$ cat config.mk
export PLATFORM = sky130hd
export DESIGN_NAME = ssr_weight_engine
export DESIGN_NICKNAME = d
export VERILOG_FILES = /design/src/design/ssr_pkg.sv /design/src/design/ssr_weight_engine.sv
export SDC_FILE = /design/constraint.sdc
export NUM_CORES = 2
export LEC_CHECK = 0
export BUFFER_PORTS_ARGS = -buffer_cell sky130_fd_sc_hd__buf_4
export CAP_MARGIN = 15
export CORE_MARGIN = 3
export CORE_UTILIZATION = 60
export DETAILED_ROUTE_END_ITERATION = 6
export PLACE_DENSITY = 0.78
export SLEW_MARGIN = 10
export SYNTH_ARGS = -nofsm -noshare
export SYNTH_HDL_FRONTEND = slang
export SYNTH_SLANG_ARGS = --single-unit
$ cat constraint.sdc
create_clock -name clk -period 15.9 [get_ports clk]
set_input_delay 1.59 -clock clk [delete_from_list [all_inputs] [get_ports clk]]
set_output_delay 1.59 -clock clk [all_outputs]
set_load 0.02 [all_outputs]
$ cat src/design/ssr_pkg.sv
// shared constants, types and helpers for the share reconstructor
`timescale 1ns / 1ps

package ssr_pkg;

    localparam int MAX_SHARES = 8;
    localparam int BYTE_W     = 8;
    localparam int CFG_IDX_W  = 2;
    localparam int CFG_DATA_W = 64;
    localparam int MU_SHIFT   = 27;
    localparam int MU_W       = 27;
    localparam int SUM_W      = 19;

    // configuration register indexes
    localparam logic [CFG_IDX_W-1:0] REG_THRESHOLD    = 2'd0;
    localparam logic [CFG_IDX_W-1:0] REG_SECRET_BYTES = 2'd1;
    localparam logic [CFG_IDX_W-1:0] REG_PRIME        = 2'd2;
    localparam logic [CFG_IDX_W-1:0] REG_SHARE_X      = 2'd3;

    // reset values
    localparam logic [3:0]            RST_THRESHOLD    = 4'd4;
    localparam logic [3:0]            RST_SECRET_BYTES = 4'd1;
    localparam logic [BYTE_W-1:0]     RST_PRIME        = 8'd251;
    localparam logic [CFG_DATA_W-1:0] RST_SHARE_X      = 64'h0807060504030201;

    // weight[m][j]: contribution of share m to coefficient j
    typedef logic [MAX_SHARES-1:0][MAX_SHARES-1:0][BYTE_W-1:0] weight_t;

    typedef struct packed {
        logic busy;
        logic err;
    } eng_status_t;

    // zero reads as one, anything above the share count as the share count
    function automatic logic [3:0] clamp_count(input logic [3:0] v);
        logic [3:0] r;
        if (v == 4'd0)
            r = 4'd1;
        else if (v > 4'(MAX_SHARES))
            r = 4'(MAX_SHARES);
        else
            r = v;
        return r;
    endfunction

endpackage

$ cat src/design/ssr_weight_engine.sv
// sequencer that derives lagrange weights and the reduction constant from configuration
`timescale 1ns / 1ps

module ssr_weight_engine
    import ssr_pkg::*;
(
    input  logic                  clk,
    input  logic                  rst_n,
    input  logic                  restart,
    input  logic [3:0]            k,
    input  logic [BYTE_W-1:0]     prime,
    input  logic [CFG_DATA_W-1:0] x_vals,
    output eng_status_t           status,
    output weight_t               weights,
    output logic [MU_W-1:0]       mu
);

    localparam logic [3:0] ST_IDLE  = 4'd0;
    localparam logic [3:0] ST_MU    = 4'd1;
    localparam logic [3:0] ST_MM    = 4'd2;
    localparam logic [3:0] ST_XSW   = 4'd3;
    localparam logic [3:0] ST_MINIT = 4'd4;
    localparam logic [3:0] ST_LSEL  = 4'd5;
    localparam logic [3:0] ST_BASIS = 4'd6;
    localparam logic [3:0] ST_DEN   = 4'd7;
    localparam logic [3:0] ST_INV   = 4'd8;
    localparam logic [3:0] ST_PSEL  = 4'd9;
    localparam logic [3:0] ST_PR    = 4'd10;
    localparam logic [3:0] ST_PB    = 4'd11;
    localparam logic [3:0] ST_WGT   = 4'd12;

    logic [3:0]        state_reg, state_next;
    logic [3:0]        ret_reg, ret_next;
    logic              go_reg, go_next;
    logic              err_reg, err_next;
    logic [MU_W-1:0]   mu_reg, mu_next;
    logic [8:0]        rem_reg, rem_next;
    logic [4:0]        cnt_reg, cnt_next;
    logic [1:0]        ph_reg, ph_next;
    logic [7:0]        mm_a_reg, mm_a_next;
    logic [7:0]        mm_b_reg, mm_b_next;
    logic [15:0]       prod_reg, prod_next;
    logic [15:0]       q_reg, q_next;
    logic [8:0]        rr_reg, rr_next;
    logic [7:0]        res_reg, res_next;
    logic [7:0]        xs_reg [MAX_SHARES];
    logic [7:0]        xs_next [MAX_SHARES];
    logic [7:0]        basis_reg [MAX_SHARES];
    logic [7:0]        basis_next [MAX_SHARES];
    logic [2:0]        idx_reg, idx_next;
    logic [2:0]        m_reg, m_next;
    logic [3:0]        l_reg, l_next;
    logic [2:0]        j_reg, j_next;
    logic [7:0]        carry_reg, carry_next;
    logic [7:0]        a_reg, a_next;
    logic [7:0]        xm_reg, xm_next;
    logic [7:0]        den_reg, den_next;
    logic [7:0]        r_reg, r_next;
    logic [7:0]        b_reg, b_next;
    logic [7:0]        e_reg, e_next;
    weight_t           w_reg, w_next;

    logic [2:0]        xs_addr;
    logic [7:0]        xs_rd;
    logic [42:0]       mm_t;
    logic [15:0]       mm_diff;
    logic [8:0]        div_shift;
    logic [8:0]        bsum;
    logic [7:0]        bnew;
    logic [8:0]        dsum;
    logic [7:0]        dval;
    logic [2:0]        nidx;

    // single read port on the reduced x coordinates
    assign xs_addr = (state_reg == ST_MINIT) ? m_reg : l_reg[2:0];
    assign xs_rd   = xs_reg[xs_addr];

    // datapath pieces of the shared mulmod unit and the small subtractions
    assign mm_t      = 43'(prod_reg) * 43'(mu_reg);
    assign mm_diff   = prod_reg - 16'(q_reg * 16'(prime));
    assign div_shift = {rem_reg[7:0], (cnt_reg == 5'(MU_SHIFT))};
    assign bsum      = 9'(carry_reg) + 9'(prime) - 9'(res_reg);
    assign bnew      = (bsum >= 9'(prime)) ? 8'(bsum - 9'(prime)) : bsum[7:0];
    assign dsum      = 9'(xm_reg) + 9'(prime) - 9'(a_reg);
    assign dval      = (dsum >= 9'(prime)) ? 8'(dsum - 9'(prime)) : dsum[7:0];
    assign nidx      = idx_reg + 3'd1;

    // sequencer
    always_comb
    begin
        state_next = state_reg;
        ret_next   = ret_reg;
        go_next    = go_reg;
        err_next   = err_reg;
        mu_next    = mu_reg;
        rem_next   = rem_reg;
        cnt_next   = cnt_reg;
        ph_next    = ph_reg;
        mm_a_next  = mm_a_reg;
        mm_b_next  = mm_b_reg;
        prod_next  = prod_reg;
        q_next     = q_reg;
        rr_next    = rr_reg;
        res_next   = res_reg;
        xs_next    = xs_reg;
        basis_next = basis_reg;
        idx_next   = idx_reg;
        m_next     = m_reg;
        l_next     = l_reg;
        j_next     = j_reg;
        carry_next = carry_reg;
        a_next     = a_reg;
        xm_next    = xm_reg;
        den_next   = den_reg;
        r_next     = r_reg;
        b_next     = b_reg;
        e_next     = e_reg;
        w_next     = w_reg;

        unique case (state_reg)
            ST_IDLE:
            begin
                if (go_reg)
                begin
                    go_next  = 1'b0;
                    w_next   = '0;
                    err_next = 1'b0;
                    if (prime < 8'd2)
                        err_next = 1'b1;
                    else
                    begin
                        rem_next   = '0;
                        mu_next    = '0;
                        cnt_next   = 5'(MU_SHIFT);
                        state_next = ST_MU;
                    end
                end
            end
            ST_MU:
            begin
                // restoring division for the reduction constant
                if (div_shift >= 9'(prime))
                begin
                    rem_next = div_shift - 9'(prime);
                    mu_next  = {mu_reg[MU_W-2:0], 1'b1};
                end
                else
                begin
                    rem_next = div_shift;
                    mu_next  = {mu_reg[MU_W-2:0], 1'b0};
                end
                cnt_next = cnt_reg - 5'd1;
                if (cnt_reg == 5'd0)
                begin
                    idx_next   = 3'd0;
                    mm_a_next  = x_vals[7:0];
                    mm_b_next  = 8'd1;
                    ret_next   = ST_XSW;
                    state_next = ST_MM;
                end
            end
            ST_MM:
            begin
                // multiply then barrett reduce, one step per cycle
                ph_next = ph_reg + 2'd1;
                case (ph_reg)
                    2'd0: prod_next = 16'(mm_a_reg) * 16'(mm_b_reg);
                    2'd1: q_next    = mm_t[42:MU_SHIFT];
                    2'd2: rr_next   = mm_diff[8:0];
                    default:
                    begin
                        res_next   = (rr_reg >= 9'(prime)) ? 8'(rr_reg - 9'(prime))
                                                            : rr_reg[7:0];
                        state_next = ret_reg;
                    end
                endcase
            end
            ST_XSW:
            begin
                xs_next[idx_reg] = res_reg;
                idx_next         = nidx;
                if (idx_reg == 3'(MAX_SHARES - 1))
                begin
                    m_next     = 3'd0;
                    state_next = ST_MINIT;
                end
                else
                begin
                    mm_a_next  = x_vals[nidx*8 +: 8];
                    mm_b_next  = 8'd1;
                    ret_next   = ST_XSW;
                    state_next = ST_MM;
                end
            end
            ST_MINIT:
            begin
                xm_next = xs_rd;
                for (int i = 0; i < MAX_SHARES; i++)
                    basis_next[i] = (i == 0) ? 8'd1 : 8'd0;
                den_next   = 8'd1;
                l_next     = 4'd0;
                state_next = ST_LSEL;
            end
            ST_LSEL:
            begin
                if (l_reg == 4'(MAX_SHARES))
                    state_next = ST_INV;
                else if (l_reg[2:0] == m_reg || l_reg >= k)
                    l_next = l_reg + 4'd1;
                else
                begin
                    a_next     = xs_rd;
                    j_next     = 3'd0;
                    carry_next = 8'd0;
                    mm_a_next  = xs_rd;
                    mm_b_next  = basis_reg[0];
                    ret_next   = ST_BASIS;
                    state_next = ST_MM;
                end
            end
            ST_BASIS:
            begin
                // multiply the basis polynomial by (x - a), one term per pass
                for (int i = 0; i < MAX_SHARES - 1; i++)
                    basis_next[i] = basis_reg[i+1];
                basis_next[MAX_SHARES-1] = bnew;
                carry_next = basis_reg[0];
                j_next     = j_reg + 3'd1;
                if (j_reg == 3'(MAX_SHARES - 1))
                begin
                    mm_a_next = den_reg;
                    mm_b_next = dval;
                    ret_next  = ST_DEN;
                end
                else
                begin
                    mm_a_next = a_reg;
                    mm_b_next = basis_reg[1];
                    ret_next  = ST_BASIS;
                end
                state_next = ST_MM;
            end
            ST_DEN:
            begin
                den_next   = res_reg;
                l_next     = l_reg + 4'd1;
                state_next = ST_LSEL;
            end
            ST_INV:
            begin
                if (den_reg == 8'd0)
                begin
                    err_next   = 1'b1;
                    state_next = ST_IDLE;
                end
                else
                begin
                    r_next     = 8'd1;
                    b_next     = den_reg;
                    e_next     = prime - 8'd2;
                    state_next = ST_PSEL;
                end
            end
            ST_PSEL:
            begin
                // fermat power, low exponent bit first
                if (e_reg == 8'd0)
                begin
                    j_next    = 3'd0;
                    mm_a_next = r_reg;
                    mm_b_next = basis_reg[0];
                    ret_next  = ST_WGT;
                end
                else if (e_reg[0])
                begin
                    mm_a_next = r_reg;
                    mm_b_next = b_reg;
                    ret_next  = ST_PR;
                end
                else
                begin
                    mm_a_next = b_reg;
                    mm_b_next = b_reg;
                    ret_next  = ST_PB;
                end
                state_next = ST_MM;
            end
            ST_PR:
            begin
                r_next     = res_reg;
                mm_a_next  = b_reg;
                mm_b_next  = b_reg;
                ret_next   = ST_PB;
                state_next = ST_MM;
            end
            ST_PB:
            begin
                b_next     = res_reg;
                e_next     = {1'b0, e_reg[7:1]};
                state_next = ST_PSEL;
            end
            ST_WGT:
            begin
                w_next[m_reg][j_reg] = res_reg;
                for (int i = 0; i < MAX_SHARES - 1; i++)
                    basis_next[i] = basis_reg[i+1];
                basis_next[MAX_SHARES-1] = basis_reg[0];
                if (j_reg == 3'(MAX_SHARES - 1))
                begin
                    if (4'(m_reg) == k - 4'd1)
                        state_next = ST_IDLE;
                    else
                    begin
                        m_next     = m_reg + 3'd1;
                        state_next = ST_MINIT;
                    end
                end
                else
                begin
                    j_next     = j_reg + 3'd1;
                    mm_a_next  = r_reg;
                    mm_b_next  = basis_reg[1];
                    ret_next   = ST_WGT;
                    state_next = ST_MM;
                end
            end
            default:
            begin
                state_next = ST_IDLE;
            end
        endcase

        if (restart)
            go_next = 1'b1;
    end

    // control state
    always_ff @(posedge clk or negedge rst_n)
    begin
        if (!rst_n)
        begin
            state_reg <= ST_IDLE;
            ret_reg   <= ST_IDLE;
            go_reg    <= 1'b1;
            err_reg   <= 1'b0;
            ph_reg    <= 2'd0;
        end
        else
        begin
            state_reg <= state_next;
            ret_reg   <= ret_next;
            go_reg    <= go_next;
            err_reg   <= err_next;
            ph_reg    <= ph_next;
        end
    end

    // working values
    always_ff @(posedge clk)
    begin
        mu_reg    <= mu_next;
        rem_reg   <= rem_next;
        cnt_reg   <= cnt_next;
        mm_a_reg  <= mm_a_next;
        mm_b_reg  <= mm_b_next;
        prod_reg  <= prod_next;
        q_reg     <= q_next;
        rr_reg    <= rr_next;
        res_reg   <= res_next;
        xs_reg    <= xs_next;
        basis_reg <= basis_next;
        idx_reg   <= idx_next;
        m_reg     <= m_next;
        l_reg     <= l_next;
        j_reg     <= j_next;
        carry_reg <= carry_next;
        a_reg     <= a_next;
        xm_reg    <= xm_next;
        den_reg   <= den_next;
        r_reg     <= r_next;
        b_reg     <= b_next;
        e_reg     <= e_next;
        w_reg     <= w_next;
    end

    assign status.busy = go_reg | (state_reg != ST_IDLE);
    assign status.err  = err_reg;
    assign weights     = w_reg;
    assign mu          = mu_reg;

endmodule

-- After elaboration in Yosys (flattened, before gate mapping)
Cells that the tools add are included.
- add/subtract/negate cells: 17
- multipliers: 3
- divide/modulo/power cells: 0
- magnitude comparators: 13
- equality and inequality tests: 36
- shift operators: 1
- multiplexer cells: 96
- bitwise gates (word level): 6
- reductions and logical operators: 44
- operator list (operator ; number):
    512-bit one-hot mux with 2 select lines ; 1
    512-bit bitwise mux ; 1
    512-bit two-way mux ; 1
    8-bit two-way mux ; 30
    64-bit demux with 3-bit select ; 1
    64-bit one-hot mux with 3 select lines ; 1
    8-bit one-hot mux with 7 select lines ; 2
    8-bit one-hot mux with 2 select lines ; 6
    64-bit bitwise mux ; 1
    64-bit two-way mux ; 1
    64-bit by 7-bit indexed part select with 8-bit output ; 1
    4-bit two-way mux ; 15
    27-bit two-way mux ; 2
    27-bit one-hot mux with 2 select lines ; 1
    8-bit demux with 3-bit select ; 2
    16-bit by 27-bit multiplier with 43-bit output ; 1
    4-bit one-hot mux with 10 select lines ; 1
    9-bit by 8-bit greater-or-equal comparator with 1-bit output ; 4
    3-bit two-way mux ; 12
    8-bit subtractor ; 4
    2-bit != test, second input constant ; 15
    4-bit one-hot mux with 7 select lines ; 1
    8-bit binary-select mux with 3-bit select ; 1
    4-bit equality test, second input constant ; 6
    54 further kinds ; 105
- register bits: 826
- latch bits: 0
- RAM bits: 0
- ROM bits: 0
- input bits: 79
- output and inout port bits: 541
- logic and storage cells: 321
- memories kept: 0

-- Longest topological paths before layout
- depth after elaboration: 9
- depth in mapped cells: 23
- gate-level depth less buffers: 21

-- Least setup slack after synthesis
OpenSTA, ideal clock, no wires.
- kind: reg-to-reg
- start: register state_reg[1]
- end: register w_reg (netlist bit weights[0]), enable pin
- library setup time: 0.879 ns
- arrival: 11.695 ns
- data required time: 15.021 ns
- setup slack: 3.326 ns
- stages on the path, launching flop included: 7
- path buffers: 3
- clock period less this slack: 12.574 ns
- cell sequence: dfrtp_1 -> clkbuf_2 -> nor2_1 -> and3_1 -> clkbuf_1 -> clkbuf_1 -> a21o_1
- cells in the longest elaborated chain, start to end: 3
- elaborated cells on any way between the ends: 5
- classes of those cells: 2 x eq/ne; 3 x reduce/logical
- RTL lines (what ; RTL line ; RTL):
    start, declared ; ssr_weight_engine.sv:32 ; logic [3:0] state_reg, state_next;
    start signal, assigned ; ssr_weight_engine.sv:350 ; state_reg <= state_next;
    4-bit equality test / 4-bit zero test (equally long branches) ; ssr_weight_engine.sv:120 ; unique case (state_reg)
    2-bit nonzero test (no source line) / 2-bit != test (equally long branches) ; - ;
    2-bit AND reduction (no source line) * ; - ;
    end signal, assigned ; ssr_weight_engine.sv:383 ; w_reg <= w_next;
    end, declared ; ssr_weight_engine.sv:61 ; weight_t w_reg, w_next;
Mark *: on every way between the ends. The rest lies on a longest branch, timed or not.
A chain may end at the register's enable or synchronous reset.

-- Worst setup path after layout
- start: register prod_reg[10]
- end: register q_reg[8], data pin
- cells in the longest elaborated chain, start to end: 1
- RTL lines (what ; RTL line ; RTL):
    start, declared ; ssr_weight_engine.sv:42 ; logic [15:0] prod_reg, prod_next;
    start signal, assigned ; ssr_weight_engine.sv:366 ; prod_reg <= prod_next;
    16-bit by 27-bit multiplier with 43-bit output ; ssr_weight_engine.sv:79 ; assign mm_t = 43'(prod_reg) * 43'(mu_reg);
    named net mm_t[35] ; ssr_weight_engine.sv:65 ; logic [42:0] mm_t;
    end signal, assigned ; ssr_weight_engine.sv:367 ; q_reg <= q_next;
    end, declared ; ssr_weight_engine.sv:43 ; logic [15:0] q_reg, q_next;
The timed path passes the listed nets, and every way through them passes these cells.

==> metrics.txt <==
time the final worst path needs with I/O delays and setup 7.04 ns; most instantiated flip-flop cell in the synthesis netlist edfxtp_1; mean cell area of the mapped netlist 10.6 um^2; CTS Root Buffer Type clkbuf_16; simple-gate area share of the yosys netlist 16.4%; DRC violation count after routing 1; complex-gate fraction of the synthesized area 7.06%; routed len/inst 24.4 um; number of max-slew violations in the final report 0; main combinational cell family by area after synthesis adder cells; final weighted congestion in routability-driven placement 0.911; top-level I/O count 620; count of different cell masters after synthesis 76; Hold Worst Slack 0.505 ns; vias in the first global route 42900; Total Routing Usage GR 35.2%; depth of the worst hold-timing path 1; clock tree from TritonCTS done; hold buffers post-CTS 0; ratio of cells with drive above 1 in the final layout 15.9%; Worst Path Buf+Inv 3; Max-cap violations 0; die span in y 308 um; class of the worst hold path register to register; first-iteration detailed-routing DRC count 4933; global-route wire length before repair 256 mm; Clock Pin Slew Worst Setup and Hold Paths 0.06 ns; number of buffers added by the clock tree synthesis step 87; Required @ worst endpoint 16.27 ns; half-perimeter wire length of the detailed placement result 115 mm; sinks on the clock net 819; gr ovfl total 0; XOR/XNOR Fraction of Synth Area 1.58%; remaining antenna violation count after routing 0; worst-path maximum fanout 26; fraction of synthesis flops using an asynchronous set or reset pin 1.47%; post-synthesis sequential area ratio 44.8%; floorplan row count 110; Setup Total Neg Slack 0 ns; insertion delay of the later-clocked pin in the worst-skew pair 0.66 ns; cell area after synthesis 54800 um^2; Synth Instances 5193; number of gates given a new drive strength after cts 0; number of buffers inserted to repair setup after CTS 0; endpoint of the lowest-slack register-to-register path q_reg[8]; post-synthesis share of cell area spent on full adders, half adders and majority gates 19.5%; Layout Skew 0.0382 ns; Most common cell on crit path fa_1; mux share of post-synthesis cell area 4.82%; Chip Width 308 um; Slowest Stage Delay on Critical Path 1.11 ns; critical path's top delay family adder cells; kind of start point of the critical path register; largest net degree at the start of global routing 213; number of cells traversed by the worst register-to-register path 18; placed cell areas 60400 um^2; setup repair after global routing missed its margin no; number of setup violations in the final report 0; area growth from synthesis to final layout 15.4%; cell at the slowest stage of the critical path edfxtp_1; via count of the routed design 42500; Std-Cell Core Area 90300 um^2; detailed-router iteration count before antenna repair 7; Total Routed Length 168 mm; Max Clock Freq 142 MHz; initial antenna violation count 7; die area 95000 um^2; clock buffer depth 3; max reg flops 512; worst hold path startpoint basis_reg[27]; status finished, violations left; post-route design area 63300 um^2; worst slew slack as a fraction of its limit 20.6%; startpoint of the worst-slack reg-to-reg timing path prod_reg[10]; Reg2Reg Setup Slack 8.86 ns; least setup slack across all paths after layout 8.86 ns; worst endpoint data arrival time 7.41 ns; maximum level of the CTS H-tree 3; post-synthesis net count 5884; total number of yosys warnings 0; port buffer count 619; violations in the final reports DRC; post-synthesis register bit count 819; final clock period utilization by the worst path 44.3%; Place WS 8.96 ns; ordered list of cells on the worst path nand2_1, fa_1, inv_1, fa_1, fa_1, fa_1, fa_1, inv_1, fa_1, inv_1, ha_1, and3_1, o311a_1, a211oi_1, o21ai_0, a31oi_1, o221ai_1, xnor2_1; Net count, final 6334; element type at the critical path end register; endpoints failing hold 0; destination of the worst hold path basis_reg[35]; number of flops mapped to enable cells by yosys 807; start-to-end type of the worst setup path register to register; Worst Max-Slew Pin Slew 1.19 ns; initial core utilization 60.7%; mean number of vias per cell 6.17
worst max path at each step:
stage                       startpoint    endpoint  slack (ns)  cells after the start
after floorplan           state_reg[1]  weights[0]        3.33                      6
after global placement    prod_reg[10]    q_reg[6]        9.12                     18
after detailed placement  prod_reg[10]    q_reg[8]        8.96                     18
after CTS                 prod_reg[10]    q_reg[8]        8.93                     18
after global routing      prod_reg[10]    q_reg[8]        8.47                     18
final                     prod_reg[10]    q_reg[8]        8.86                     18
worst reg2reg max path, stage by stage (launching register included):
cell and delay (ns):
edfxtp_1 1.11, nand2_1 0.20, fa_1 0.59, inv_1 0.06
fa_1 0.56, fa_1 0.46, fa_1 0.43, fa_1 0.52
inv_1 0.06, fa_1 0.50, inv_1 0.06, ha_1 0.32
and3_1 0.18, o311a_1 0.32, a211oi_1 0.32, o21ai_0 0.14
a31oi_1 0.53, o221ai_1 0.24, xnor2_1 0.18
synthesized netlist by cell type, drive strengths merged (6+ instances only):
master	n	area [um^2]
a211oi	21	163
a21boi	6	45.0
a21o	21	158
a21oi	458	2310
a221oi	6	52.6
a222oi	7	70.1
a31oi	7	50.1
and2	308	1930
and3	54	338
buf	13	66.3
clkbuf	319	1200
dfrtp	11	275
edfxtp	807	24200
fa	407	8150
ha	205	2560
inv	518	1940
mux2	24	270
mux2i	165	1650
mux4	32	721
nand2	773	2900
nand2b	19	119
nand3	413	2070
nand3b	8	60.1
nand4	12	75.1
nor2	244	916
nor2b	19	119
nor3	28	168
nor3b	7	52.6
nor4	7	43.8
o211ai	12	90.1
o21a	13	97.6
o21ai	59	295
o21bai	11	82.6
o2bb2ai	6	52.6
o31ai	7	52.6
o41ai	6	60.1
or3	8	50.1
xnor2	76	666
xor2	23	201
cells in the final DEF (no fill, tap or decap), types with 24 or more instances in the layout:
| master | instances |
|---|---|
| nand3_1 | 412 |
| o21ai_0 | 58 |
| mux2_2 | 24 |
| xnor2_1 | 76 |
| mux4_2 | 32 |
| mux2i_1 | 165 |
| nor2_1 | 241 |
| a21oi_1 | 456 |
| edfxtp_1 | 807 |
| clkbuf_16 | 88 |
| buf_4 | 689 |
| fa_1 | 407 |
| and2_1 | 308 |
| inv_1 | 518 |
| ha_1 | 205 |
| and3_1 | 54 |
| nand2_1 | 773 |
cells by family after synthesis:
family	count (synthesis)
and+or+nand+nor	1919
DFF	819
xor gates and xnor gates	99
muxes	221
AOI/OAI and AO/OA	673
adders and majority gates	612
buffers and inverters	850
cell type report:
| type | instances | area (um^2) |
|---|---|---|
| inverters | 518 | 1940 |
| flip-flops and latches | 819 | 24500 |
| fillers | 6520 | 27000 |
| well taps | 1176 | 1470 |
| clock buffers | 102 | 2230 |
| multi-input cells | 3524 | 27200 |
| diodes | 3 | 7.51 |
| repair buffers | 693 | 5240 |
| clock inverters | 58 | 638 |
routing by layer:
metal	vias to the layer above	GRT usage, %	share of wire [%]
met5	-	0	0
met4	0	19.8	6.4
met3	557	9.11	11
met2	2438	56.3	47
met1	21100	43.8	35
li1	18500	-	-
metrics by stage:
stage	std cells	utilization, %
floorplan	5193	-
global placement	6728	66.9
detailed placement	6728	66.9
CTS	6888	70.0
global route	6893	70.1
finish	6893	70.1
Power is not shown: default switching activity piles up to over one toggle a cycle in this logic, so the estimate is an artifact.
